$ cat config.mk
export PLATFORM = sky130hd
export DESIGN_NAME = ste_ram
export DESIGN_NICKNAME = d
export VERILOG_FILES = /design/src/design/ste_ram.sv
export SDC_FILE = /design/constraint.sdc
export NUM_CORES = 2
export LEC_CHECK = 0
export BUFFER_PORTS_ARGS = -buffer_cell sky130_fd_sc_hd__buf_2
export CORE_UTILIZATION = 35
export DETAILED_ROUTE_END_ITERATION = 7
export HOLD_SLACK_MARGIN = 0.1
export SYNTH_ARGS = -nofsm -noshare
export SYNTH_HDL_FRONTEND = slang
export SYNTH_SLANG_ARGS = --single-unit
export TNS_END_PERCENT = 1
$ cat constraint.sdc
create_clock -name i_clk -period 2.25 [get_ports i_clk]
set_input_delay 0.3375 -clock i_clk [delete_from_list [all_inputs] [get_ports i_clk]]
set_output_delay 0.3375 -clock i_clk [all_outputs]
set_load 0.01 [all_outputs]
$ cat src/design/ste_ram.sv
module ste_ram #(
    parameter int WIDTH = 9,
    parameter int DEPTH = 256,
    localparam int AW   = $clog2(DEPTH)
) (
    input  logic             i_clk,
    input  logic             i_we,
    input  logic [AW-1:0]    i_waddr,
    input  logic [WIDTH-1:0] i_wdata,
    input  logic [AW-1:0]    i_raddr,
    output logic [WIDTH-1:0] o_rdata
);

    logic [WIDTH-1:0] r_mem [DEPTH];
    logic [WIDTH-1:0] r_rdata;

    always_ff @(posedge i_clk) begin
        if (i_we) begin
            r_mem[i_waddr] <= i_wdata;
        end
        r_rdata <= r_mem[i_raddr];
    end

    assign o_rdata = r_rdata;

endmodule

Yosys cells after proc, flatten, opt, wreduce, memory -nomap -nowiden
Memory sizes are Yosys's and may differ from the RTL's. A register that Yosys moved wholly into a read port is not among the register bits. Index checks and enable logic that the tools add are counted.

Mux-type cells: 2.

Operator list (count): $mux 1 (2).

Memories: 1. Memory bits (writable): 2304. Bits of input ports: 27. Register bits: 0.

Memories: r_mem (depth 256, width 9, read ports 1, clocked after Yosys merged registers in 1, write ports 1, RTL line 14) `logic [WIDTH-1:0] r_mem [DEPTH];`.

Depth between registers and ports, before layout
Depth in word-level cells: 2. Depth in mapped cells: 11. Gate-level depth less buffers: 6.

Worst setup path after synthesis
Ideal clock, no wire load.

Kind: input port to flip-flop. Start: in i_waddr[3]. End: mem r_mem[235][0] (enable). Stages: 6. Slack: 51 ps. Buffers on the path: 3. Data arrival time: 1825 ps. Setup time: 374 ps. Path through: clkbuf_1 > nor2b_1 > clkbuf_1 > nand4_1 > clkbuf_1 > nor2_1.

RTL lines: from (decl) (RTL line 8) `input logic [AW-1:0] i_waddr,`; to (decl) (RTL line 14).

No word-level cell before the write port.

==> results.md <==
- The number of global-route vias before repair is 46600.
- The count of endpoints failing setup in the final report is 3.
- The number of endpoints with negative hold slack in the final report is 0.
- Row generation in the floorplan step produced 185 rows.
- The final critical delay including setup and external delays is 2.28 ns.
- The count of maximum capacitance violations is 0.
- Each instance of the synthesized netlist takes up on average 21.1 um2.
- The final critical-path share of the clock period is 101%.
- The total number of yosys warnings is 0.
- The wire length per cell is 27.9 um.
- Along the worst path, the maximum fanout reaches 1.
- The post-detailed-route count of antenna-violating nets is 0.
- The internal reg-to-reg setup slack is -0.03 ns.
- Counting every sink on the clock net gives 2313.
- The sort of element at the start of the critical path is a flip-flop.
- With fillers left out, the area of the finished cells amounts to 107000 um2.
- The library cell used most frequently in the layout, excluding fill and tap cells, is sky130_fd_sc_hd__edfxtp_1.
- Detailed placement finished with a half-perimeter wire length of 156 mm.
- At the end of routability-driven placement, the weighted congestion stood at about 0.87.
- The worst hold slack after final layout is 0.210 ns.
- The post-detailed-routing wire length is 241 mm.
- At the placement stage, the worst setup path has a slack of -1.60 ns.
- The count of non-filler cells in the finished layout is 8639.
- The ratio of cells with drive above 1 in the final layout is 33.0%.
- The layout-stage area growth over the synthesis result is 20.2%.
- In this run the static leakage power is roughly 0.035 uW.
- In this run the deepest clock path goes through 3 buffers.
- In this run the count of I/O pins placed on the die edge is 36.
- The core region is 254000 um2.
- The data required time of the critical path is around 3.0 ns.
- The power density over the cells is 833 nW/um2.
- At the end of the flow the core is filled with cells to around 42%.
- For the pin with the worst max-slew slack, the measured transition is 1.14 ns.
- The fmax is 439 MHz.
- The relative slew slack is 24.0%.
- The die covers 257000 um2.
- After synthesis, the share of flip-flops with an asynchronous set or reset is 0%.
- The DRC violations left is 0.
- For this run, the register share of the synthesized area comes to 77.7%.
- The number of flops mapped to enable cells by yosys is roughly 2300.
- The checks that failed: negative setup slack.
- The post-synthesis instance area is 89300 um2.
- The worst setup path is captured at a flip-flop.
- After technology mapping, the gate count stands at 4237.
- The initial standard-cell utilization of the core is 35.2%.
- The later pin in the worst-skew pair is clocked with a latency of 0.89 ns.
- The H-tree depth is 4.
- The x dimension of the die is 507 um.
- The worst-case IR drop observed on VDD is 753 uV.
- Buffers inserted during clock tree synthesis total between 200 and 250.
- The first global-routing pass estimated 342 mm of wire.
- The count of pins over their slew limit was 0.
- The pin count of the biggest net entering global routing is 109.
- The critical path is of the flip-flop to flip-flop type.
- The total overflow reported by the global router is 0.
- The synthesis-stage register bit count is 2313.
- After synthesis, the cell types taking the most area are sky130_fd_sc_hd__edfxtp_1 (77%), sky130_fd_sc_hd__mux4_2 (12%), sky130_fd_sc_hd__mux2i_1 (2.0%).
- The area share of the largest cell type after synthesis is 77.5%.
- Synthesis produced a netlist with a net count of 4264.
- The via density per instance is 5.38.
- The smallest setup slack after layout is -0.0274 ns.
- The clock tree root driver cell is sky130_fd_sc_hd__clkbuf_16.
- After the last flow step, the layout net total stands at 5106.
- Port buffering added 35 buffers.
- The TritonCTS clock tree is yes.
- The cell area after placement is around 100000 um2.
- The detailed-router iteration count before antenna repair is 8.
- The path class of the lowest-slack min-delay path is primary input to flip-flop.
- The number of distinct standard cells referenced by the synthesized netlist is 57.
- The count of routing violations after the opening detailed-route iteration is 5208.
- The number of antenna violations at the first check in global routing is 18.
- Clock skew on the completed layout was measured at 0.0648 ns.
- STA puts the critical path data arrival time at a little over 3 ns.
- Setup repair after global routing could not meet its margin everywhere.
- The total via count in the routed design is 46500.
- From bottom edge to top edge, the die measures 507 um.
- The cell type contributing the most total cell area after synthesis is sky130_fd_sc_hd__edfxtp_1.
- The flow ran to the end, but the final reports show violations.
- The count of placed standard cells including taps is 8216.
- Among all flip-flop cells after synthesis, the most frequent one is sky130_fd_sc_hd__edfxtp_1.
- The clock-pin slew of the registers on the worst-case setup and hold paths is approximately 0.070 ns.
- The number of setup buffers added after CTS is 0.
- For this run, the total global-route usage over all layers was measured as 18.5%.
- In the layout the commonest cells are sky130_fd_sc_hd__edfxtp_1 (2304), sky130_fd_sc_hd__buf_4 (737), sky130_fd_sc_hd__mux4_2 (467).
critical path, stage by stage, from the launching register on:
cell	delay [ns]
sky130_fd_sc_hd__edfxtp_1	0.36
sky130_fd_sc_hd__mux4_2	0.52
sky130_fd_sc_hd__a22o_1	0.27
sky130_fd_sc_hd__a221oi_2	0.18
sky130_fd_sc_hd__buf_4	0.14
sky130_fd_sc_hd__o32a_1	0.24
sky130_fd_sc_hd__nor3b_2	0.21
sky130_fd_sc_hd__buf_4	0.19
sky130_fd_sc_hd__nor4_1	0.07
worst paths after layout:
check / start / endpoint / cells after the start
max reg2reg: r_mem[114][5]$_DFFE_PP_ / o_rdata[5]$_DFF_P_ / 8
max: r_mem[114][5]$_DFFE_PP_ / o_rdata[5]$_DFF_P_ / 8
min: i_waddr[1] / r_mem[155][8]$_DFFE_PP_ / 4
min reg2reg: r_mem[6][7]$_DFFE_PP_ / o_rdata[7]$_DFF_P_ / 6
metrics by stage:
| step | setup TNS, ns | total power, uW |
|---|---|---|
| after floorplan | 0 | 50700 |
| after global placement | -11.02 | 53600 |
| after detailed placement | -10.18 | 53700 |
| after CTS | -0.126 | 89900 |
| after global routing | -0.280 | 91600 |
| final | -0.0711 | 89300 |
cell type report:
type	count	area, um2
well taps	3366	4210
clock buffers	266	5740
fillers	21800	147000
diodes	5	12.5
clock inverters	146	1360
flip-flops and latches	2313	69400
multi-input cells	1663	18800
inverters	2	7.51
repair buffers	878	7850
state kept, by name, summed over array words and instances (netlist names):
signal	count
o_rdata	9
r_mem	2304
synth_stat cells, drive strengths merged, types with 9 or more instances:
| cell type | count |
|---|---|
| nand2b | 9 |
| nand2 | 40 |
| nor4 | 27 |
| o22ai | 65 |
| nor2b | 28 |
| nor2 | 305 |
| a221oi | 11 |
| dfxtp | 9 |
| edfxtp | 2304 |
| a21oi | 98 |
| mux2i | 177 |
| o221ai | 36 |
| a31oi | 10 |
| buf | 139 |
| nand4 | 11 |
| a22oi | 174 |
| nand3 | 31 |
| o21ai | 36 |
| a211oi | 26 |
| clkbuf | 120 |
| nor3 | 21 |
| mux4 | 476 |
| mux2 | 21 |
cells by family (layout without fill, tap and decap cells):
group | count (synthesis) | after routing | share of synthesized area, %
buffers and inverters | 261 | 1292 | 1.75
other | 0 | 5 | 0
and+or+nand+nor | 500 | 500 | 2.50
muxes | 674 | 674 | 14.3
AOI/OAI and AO/OA | 489 | 489 | 3.75
DFF | 2313 | 2313 | 77.7
metal layers:
metal / wire length (um) / vias to the layer above / GRT usage [%]
met5: 17 / - / 0
met3: 18700 / 316 / 3.20
li1: - / 19500 / -
met2: 117000 / 1975 / 30.1
met1: 99700 / 24800 / 25.8
met4: 6130 / 4 / 4.95
what timing repair did:
item | CTS | global route
gates resized for setup | 41 | 20
hold buffers | 9 | 0
setup endpoints to repair | 9 | 9
pin swaps | 10 | 7
hold endpoints to repair | 572 | 0
power breakdown:
part           internal [uW]  switching [uW]
logic                   2120            3170
registers              47500             101
clock network          20200           16200
total                  69800           19500
Power figures use the tool's default switching activity.
