[src/design/ste_pkg.sv]
package ste_pkg;

    localparam int MAX_ROWS_DEF    = 16;
    localparam int MAX_COLS_DEF    = 32;
    localparam int MAX_ENTRIES_DEF = 256;

    localparam int ROW_W = 4;
    localparam int COL_W = 5;
    localparam int VAL_W = 9;
    localparam int CNT_W = 9;
    localparam int CFG_W = 5;

    localparam logic [CFG_W-1:0] ROW_COUNT_RESET = CFG_W'(16);

    localparam logic MODE_WRITE = 1'b0;
    localparam logic MODE_EVAC  = 1'b1;

    typedef enum logic [3:0] {
        S_CLEAR,
        S_IDLE,
        S_WR_RD,
        S_WR_WB,
        S_POS_RD,
        S_POS_LD,
        S_RD_W,
        S_RD_N,
        S_STEP,
        S_DONE
    } t_state;

    typedef struct packed {
        logic [ROW_W-1:0] top_row;
        logic [COL_W-1:0] top_col;
        logic [ROW_W-1:0] reflected_row;
        logic [CNT_W-1:0] entries_left;
        logic             report_valid;
    } t_result;

endpackage

[src/design/ste_seq.sv]
module ste_seq #(
    parameter int MAX_ROWS    = ste_pkg::MAX_ROWS_DEF,
    parameter int MAX_COLS    = ste_pkg::MAX_COLS_DEF,
    parameter int MAX_ENTRIES = ste_pkg::MAX_ENTRIES_DEF,
    localparam int RW         = $clog2(MAX_ROWS),
    localparam int CW         = $clog2(MAX_COLS),
    localparam int AW         = RW + CW,
    localparam int VW         = $clog2(MAX_ENTRIES + 1),
    localparam int PAW        = $clog2(MAX_ENTRIES)
) (
    input  logic                      i_clk,
    input  logic                      i_rst_n,
    input  logic                      i_in_valid,
    output logic                      o_in_ready,
    input  logic                      i_mode,
    input  logic [ste_pkg::ROW_W-1:0] i_cell_row,
    input  logic [ste_pkg::COL_W-1:0] i_cell_col,
    input  logic [ste_pkg::VAL_W-1:0] i_entry_value,
    input  logic [ste_pkg::CFG_W-1:0] i_row_count,
    output logic                      o_cell_we,
    output logic [AW-1:0]             o_cell_waddr,
    output logic [VW-1:0]             o_cell_wdata,
    output logic [AW-1:0]             o_cell_raddr,
    input  logic [VW-1:0]             i_cell_rdata,
    output logic                      o_pos_we,
    output logic [PAW-1:0]            o_pos_waddr,
    output logic [AW-1:0]             o_pos_wdata,
    output logic [PAW-1:0]            o_pos_raddr,
    input  logic [AW-1:0]             i_pos_rdata,
    output logic                      o_res_valid,
    input  logic                      i_res_ready,
    output ste_pkg::t_result          o_res
);

    import ste_pkg::*;

    t_state r_state;
    t_state n_state;

    logic [AW-1:0]    r_clr;
    logic [VW-1:0]    r_count;
    logic [RW-1:0]    r_row;
    logic [CW-1:0]    r_col;
    logic [VW-1:0]    r_val;
    logic [VW-1:0]    r_wv;
    logic [ROW_W-1:0] r_top_row;
    logic [COL_W-1:0] r_top_col;
    logic [ROW_W-1:0] r_refl;
    logic             r_rep;

    logic             wr_ok;
    logic [VW-1:0]    nv;
    logic             stop;
    logic             take_w;
    logic [VW-1:0]    step_val;
    logic [RW-1:0]    step_row;
    logic [CW-1:0]    step_col;
    logic [ROW_W-1:0] pos_row4;

    assign wr_ok = (i_entry_value != '0)
                && (32'(i_entry_value) <= MAX_ENTRIES)
                && (32'(i_cell_row) < MAX_ROWS)
                && (32'(i_cell_col) < MAX_COLS);

    always_comb begin
        nv       = (r_row != '0) ? i_cell_rdata : '0;
        stop     = (r_wv == '0) && (nv == '0);
        take_w   = (r_wv != '0) && ((nv == '0) || (r_wv >= nv));
        step_val = take_w ? r_wv : nv;
        step_row = take_w ? r_row : r_row - RW'(1);
        step_col = take_w ? r_col - CW'(1) : r_col;
    end

    assign pos_row4 = ROW_W'(i_pos_rdata[AW-1:CW]);

    always_comb begin
        n_state = r_state;
        case (r_state)
            S_CLEAR: begin
                if (r_clr == AW'((MAX_ROWS << CW) - 1)) begin
                    n_state = S_IDLE;
                end
            end
            S_IDLE: begin
                if (i_in_valid) begin
                    if (i_mode == MODE_WRITE) begin
                        n_state = wr_ok ? S_WR_RD : S_DONE;
                    end else begin
                        n_state = (r_count == '0) ? S_DONE : S_POS_RD;
                    end
                end
            end
            S_WR_RD:  n_state = S_WR_WB;
            S_WR_WB:  n_state = S_DONE;
            S_POS_RD: n_state = S_POS_LD;
            S_POS_LD: n_state = S_RD_W;
            S_RD_W:   n_state = S_RD_N;
            S_RD_N:   n_state = S_STEP;
            S_STEP: begin
                n_state = stop ? S_DONE : S_RD_N;
            end
            S_DONE: begin
                if (i_res_ready) begin
                    n_state = S_IDLE;
                end
            end
            default:  n_state = S_CLEAR;
        endcase
    end

    always_comb begin
        o_in_ready   = 1'b0;
        o_res_valid  = 1'b0;
        o_cell_we    = 1'b0;
        o_cell_waddr = {r_row, r_col};
        o_cell_wdata = '0;
        o_cell_raddr = {r_row, r_col};
        o_pos_we     = 1'b0;
        o_pos_waddr  = PAW'(r_val - VW'(1));
        o_pos_wdata  = {r_row, r_col};
        o_pos_raddr  = PAW'(r_count - VW'(1));
        case (r_state)
            S_CLEAR: begin
                o_cell_we    = 1'b1;
                o_cell_waddr = r_clr;
            end
            S_IDLE: begin
                o_in_ready = 1'b1;
            end
            S_WR_WB: begin
                o_cell_we    = 1'b1;
                o_cell_wdata = r_val;
                o_pos_we     = 1'b1;
            end
            S_RD_W: begin
                o_cell_raddr = {r_row, r_col - CW'(1)};
            end
            S_RD_N: begin
                o_cell_raddr = {r_row - RW'(1), r_col};
            end
            S_STEP: begin
                o_cell_we    = 1'b1;
                o_cell_wdata = stop ? '0 : step_val;
                o_pos_we     = !stop;
                o_pos_waddr  = PAW'(step_val - VW'(1));
                o_cell_raddr = {step_row, step_col - CW'(1)};
            end
            S_DONE: begin
                o_res_valid = 1'b1;
            end
            default: begin
                o_in_ready = 1'b0;
            end
        endcase
    end

    always_ff @(posedge i_clk) begin
        if (!i_rst_n) begin
            r_state <= S_CLEAR;
            r_clr   <= '0;
            r_count <= '0;
        end else begin
            r_state <= n_state;
            if (r_state == S_CLEAR) begin
                r_clr <= r_clr + AW'(1);
            end
            if (r_state == S_WR_WB && i_cell_rdata == '0
                    && r_count < VW'(MAX_ENTRIES)) begin
                r_count <= r_count + VW'(1);
            end
            if (r_state == S_STEP && stop) begin
                r_count <= r_count - VW'(1);
            end
        end
    end

    always_ff @(posedge i_clk) begin
        case (r_state)
            S_IDLE: begin
                if (i_in_valid) begin
                    r_row     <= RW'(i_cell_row);
                    r_col     <= CW'(i_cell_col);
                    r_val     <= VW'(i_entry_value);
                    r_top_row <= '0;
                    r_top_col <= '0;
                    r_refl    <= '0;
                    r_rep     <= 1'b0;
                end
            end
            S_POS_LD: begin
                r_row     <= i_pos_rdata[AW-1:CW];
                r_col     <= i_pos_rdata[CW-1:0];
                r_top_row <= pos_row4;
                r_top_col <= COL_W'(i_pos_rdata[CW-1:0]);
                r_refl    <= ROW_W'(i_row_count) - ROW_W'(1) - pos_row4;
                r_rep     <= 1'b1;
            end
            S_RD_N: begin
                r_wv <= (r_col != '0) ? i_cell_rdata : '0;
            end
            S_STEP: begin
                if (!stop) begin
                    r_row <= step_row;
                    r_col <= step_col;
                end
            end
            default: begin
                r_rep <= r_rep;
            end
        endcase
    end

    assign o_res.top_row       = r_top_row;
    assign o_res.top_col       = r_top_col;
    assign o_res.reflected_row = r_refl;
    assign o_res.entries_left  = CNT_W'(r_count);
    assign o_res.report_valid  = r_rep;

endmodule

[config.mk]
export PLATFORM = sky130hd
export DESIGN_NAME = ste_seq
export DESIGN_NICKNAME = d
export VERILOG_FILES = /design/src/design/ste_pkg.sv /design/src/design/ste_seq.sv
export SDC_FILE = /design/constraint.sdc
export NUM_CORES = 1
export LEC_CHECK = 0
export BUFFER_PORTS_ARGS = -buffer_cell sky130_fd_sc_hd__buf_2
export CAP_MARGIN = 15
export CORE_MARGIN = 2
export CORE_UTILIZATION = 30
export CTS_CLUSTER_DIAMETER = 100
export DETAILED_ROUTE_END_ITERATION = 7
export PLACE_DENSITY_LB_ADDON = 0.25
export SLEW_MARGIN = 5
export SYNTH_ARGS = -nofsm -noshare
export SYNTH_HDL_FRONTEND = slang
export SYNTH_SLANG_ARGS = --single-unit
[constraint.sdc]
create_clock -name i_clk -period 4.92 [get_ports i_clk]
set_input_delay 1.23 -clock i_clk [delete_from_list [all_inputs] [get_ports i_clk]]
set_output_delay 1.23 -clock i_clk [all_outputs]
set_load 0.02 [all_outputs]
### After elaboration in Yosys (flattened, before gate mapping)

Index checks and enable logic that the tools add are counted.
Widths: inputs -> output; s select.

* register bits: 63
* output and inout bits: 79
* input bits: 46
* word-level logic and storage cells: 99

* mux-type cells: 36
* eq/ne operators: 14
* order comparisons: 3
* add/sub/neg operators: 10
* reductions and logical operators: 25

Operators by type and width (count)
* $mux 9: 6
* $mux 4: 11
* $pmux 4 s10: 1
* $logic_not 9->1: 4
* $pmux 9 s3: 1
* $mux 5: 4
* $add 9x1->9 const B: 2
* $pmux 9 s2: 1
* $reduce_bool 9->1: 2
* $eq 4x3->1 const B: 4
* $pmux 4 s2: 2
* $sub 8x1->8 const B: 2
* $pmux 5 s3: 1
* $pmux 4 s3: 1
* $pmux 5 s2: 1
* $sub 5x1->5 const B: 2
* $eq 9x9->1 const B: 1
* $ge 9x9->1: 1
* $le 9x9->1 const B: 1
* $lt 9x9->1 const B: 1
* $sub 9x1->9 const B: 1
* $eq 4x2->1 const B: 2
* $eq 4x4->1 const B: 2
* $mux 8: 1
* other kinds (17): 33

### Depth between registers and ports, before layout

* word-level depth: 8
* mapped depth: 19
* depth with buffers taken out: 18

### Worst setup path before layout

Ideal clock, no wire load.

* path kind: input port to output port
* from: in i_cell_rdata[0]
* to: out o_pos_waddr[4]
* data arrival time: 4108 ps
* cell stages on the path: 14
* buffers on the path: 1
* path slack: -418 ps
* cell sequence: nor2b_1 > ha_1 > nand2b_1 > a31oi_1 > o32a_4 > a21bo_4 > buf_6 > a22oi_1 > nor2_1 > a21oi_1 > ha_1 > nor3b_1 > xnor2_1 > o21ai_1

* longest elaborated chain between the ends: 7
* elaborated cells on any way between the ends: 8
* classes of those cells: 1 x add/sub; 1 x order compare; 3 x mux; 3 x reduce/logical

RTL lines
* start: declaration: line ste_seq.sv:24 `input logic [VW-1:0] i_cell_rdata,`
* $mux 9 *: line ste_seq.sv:66 `nv = (r_row != '0) ? i_cell_rdata : '0;`
* $ge 9x9->1 / $logic_not 9->1 (equally long branches): line ste_seq.sv:68 `take_w = (r_wv != '0) && ((nv == '0) || (r_wv >= nv));`
* $logic_or 1x1->1: line ste_seq.sv:68
* $logic_and 1x1->1: line ste_seq.sv:68
* $mux 9 *: line ste_seq.sv:69 `step_val = take_w ? r_wv : nv;`
* $sub 8x1->8 *: line ste_seq.sv:145 `o_pos_waddr = PAW'(step_val - VW'(1));`
* $mux 8 *: line ste_seq.sv:122 `case (r_state)`
* end: declaration: line ste_seq.sv:26 `output logic [PAW-1:0] o_pos_waddr,`

Mark *: on every way between the ends. The rest lies on a longest branch, timed or not.

### Worst setup path in the final report

Ends and elaborated chain as after synthesis.

==> metrics <==
vias in the first global route 4217; Starting Density 30.9%; min-delay worst type reg -> reg; Post-synth top cells nand2_1, edfxtp_1, nor2_1, xnor2_1, a21oi_1; # port buffers 123; Top delay family on crit path compound AO/OA/AOI/OAI gates; syn_area_per_cell 9.08 µm²; Yosys Warn Count 0; pre-CTS WS -119 ps; RePlAce Congestion 0.885; Setup Skew 8.31 ps; DIE AREA 0.0161 mm²; Critical Path RT 3690 ps; clock sink total 63; DR iter-0 viols 297; endpoints failing setup 0; slew margin rel. 28.3%; IO Count 125; largest fanout on the critical path 4; Placeable Area 0.0146 mm²; Slew @ Worst Pin 1070 ps; Routed WL per cell 16.7 µm; RSZ-0062 raised after global routing yes; reg-to-reg startpoint r_row[0]$_DFFE_PP_; most frequent cell after synthesis nand2_1; upper clock frequency limit 205 MHz; Synth area leader edfxtp_1; gr usage total 17.3%; initial antenna violation count 0; hold_sp r_clr[7]$_SDFFE_PN0P_; FF+latch area 0.00167 mm²; Slew Limit Fails 0; CP peak stage delay 350 ps; Clk pwr share 50.0%; Worst-path clk slew 60 ps; Combinational Power Share 8.8%; Crit Path Class in -> out; later-pin clock latency in the skew report 340 ps; Final Critical Period 4880 ps; dpl hpwl 10600 µm; Die Height 127 µm; Critical Path Source i_cell_rdata[0]; Die Span X 127 µm; Sequential Power Share 41.3%; most used cell, CP buf_6; largest net degree at the start of global routing 22; Util after Layout 41.4%; Setup crit end kind primary output; post-synth net total 565; Int Pwr 0.00106 W; Hold Violations, Final 0; VDD IR-drop max 168 µV; register area share after synthesis 37.0%; run status complete, no violations; first-pass GRT wire length 22100 µm; total grt overflow 0; Cell Chain, Critical Path buf_6 -> nor2b_4 -> ha_1 -> nand2b_1 -> a31oi_1 -> o32a_4 -> a21bo_4 -> a22oi_2 -> nor2_2 -> a21oi_4 -> ha_4 -> nor3b_4 -> xnor2_1 -> o21ai_2 -> buf_6; row cnt 44; leakage 2.63 nW; Avg Vias per Cell 5.14; sw frac 22.4%; n_diodes 0; area grow syn2layout 34.1%; Worst Setup Start Kind input pin; nets 710; net switching power figure 0.000307 W; CTS Root Cell clkbuf_16; Max Cap Violations 0; drt drc 0; antenna-violating nets left 0; Yosys reg bits 63; share of cells above drive strength 1 35.6%; # hold bufs at CTS 0; Tcrit/Tclk final 99.1%; Pre-antenna DRT Iters 5; Synth Flop Type edfxtp_1; Mapped Cells 498; CTS Buf Count 9; top cells by area, synth edfxtp_1, dfxtp_1, xnor2_1, ha_1, nand2_1; synthesized cell area 0.00452 mm²; Pwr Density 226 mW/mm²; CP bufs+invs 2; CTS Buffer Depth 2; H-Tree Depth 3; EDFF count, synth 41; CTS tree done; Yosys top cell area share 27.2%; fillcell total 1507; ys async rst share 0%; post-synth cell types 69; final WL 13900 µm; CP arrival 3650 ps; vias 4277; multi-input logic area 0.00285 mm²; final critical-path setup slack 42.0 ps; CP max stage cell o32a_4
==> sequential cells by signal, indices dropped and copies added, names as in the netlist, 5 cells and up <==
signal	count
r_wv	9
r_clr	9
r_top_col	5
r_col	5
r_count	9
r_val	9
==> power groups by stage <==
stage / logic (W) / clock network, W / registers, W
floorplan: 0.0000585 / 0 / 0.000576
global placement: 0.000107 / 0 / 0.000576
detailed placement: 0.000109 / 0 / 0.000576
CTS: 0.000114 / 0.000698 / 0.000565
global route: 0.000132 / 0.000721 / 0.000565
finish: 0.000120 / 0.000685 / 0.000565
==> per-stage QoR <==
stage | hold WS [ps] | std cells | TNS [ps] | instance area (µm²) | power (W)
after floorplan | 474 | 498 | 0 | 4550 | 0.000634
after global placement | 504 | 812 | -102 | 5510 | 0.000683
after detailed placement | 510 | 812 | -197 | 5510 | 0.000685
after CTS | 520 | 832 | -124 | 5910 | 0.00138
after global routing | 597 | 832 | -150 | 6060 | 0.00142
final | 526 | 832 | 0 | 6060 | 0.00137
==> what timing repair did <==
action | CTS | global route
pin swaps | 9 | 9
setup endpoints to repair | 6 | 8
resized for setup | 13 | 27
setup buffers | 4 | 0
gates cloned | 0 | 0
==> cells in the final DEF (no fill, tap or decap), types with 19 or more instances in the layout <==
master and n:
o21ai_0 20, buf_2 117, xnor2_1 28, nor2_1 38, and2_1 19, dfxtp_1 22
nand2_1 49, a21oi_1 20, edfxtp_1 41, buf_4 40
==> area by class of cell <==
cell class                 count  area share [%]
clock buffer                   9            3.72
clock inverter                 7            1.44
inverter                      15           0.929
multi-input combinational    392            47.0
sequential                    63            27.6
tap                          184            3.80
timing repair buffer         162            15.5
==> worst paths after layout <==
check,cells after the start,slack (ps),to
worst max-delay path,15,40,o_pos_waddr[4]
worst min-delay path,2,530,r_clr[7]$_SDFFE_PN0P_
worst min register to register,2,530,r_clr[7]$_SDFFE_PN0P_
worst max register to register,15,1690,r_row[3]$_DFFE_PP_
==> worst min-delay path, delay by kind of cell, from the launching register on <==
family          cells  cell delay [ps]
compound gates      2              150
flops               1              330
==> logic make-up after synthesis <==
kind of cell,Yosys count,share of synthesized area (%)
simple gates,206,24.0
buf+inv,43,4.62
fa+ha+maj,21,5.98
mux,10,2.35
xor+xnor,45,9.13
flops,63,37.0
compound gates,110,16.9
==> layer usage <==
| layer | share of wire (%) | vias to the layer above | global-route usage, % |
|---|---|---|---|
| met4 | 0.93 | 0 | 4.65 |
| met3 | 6.2 | 9 | 4.18 |
| met1 | 47 | 2038 | 23.2 |
| li1 | - | 2089 | - |
| met5 | 0 | - | 0 |
| met2 | 46 | 141 | 27.9 |
Power figures use the tool's default switching activity.
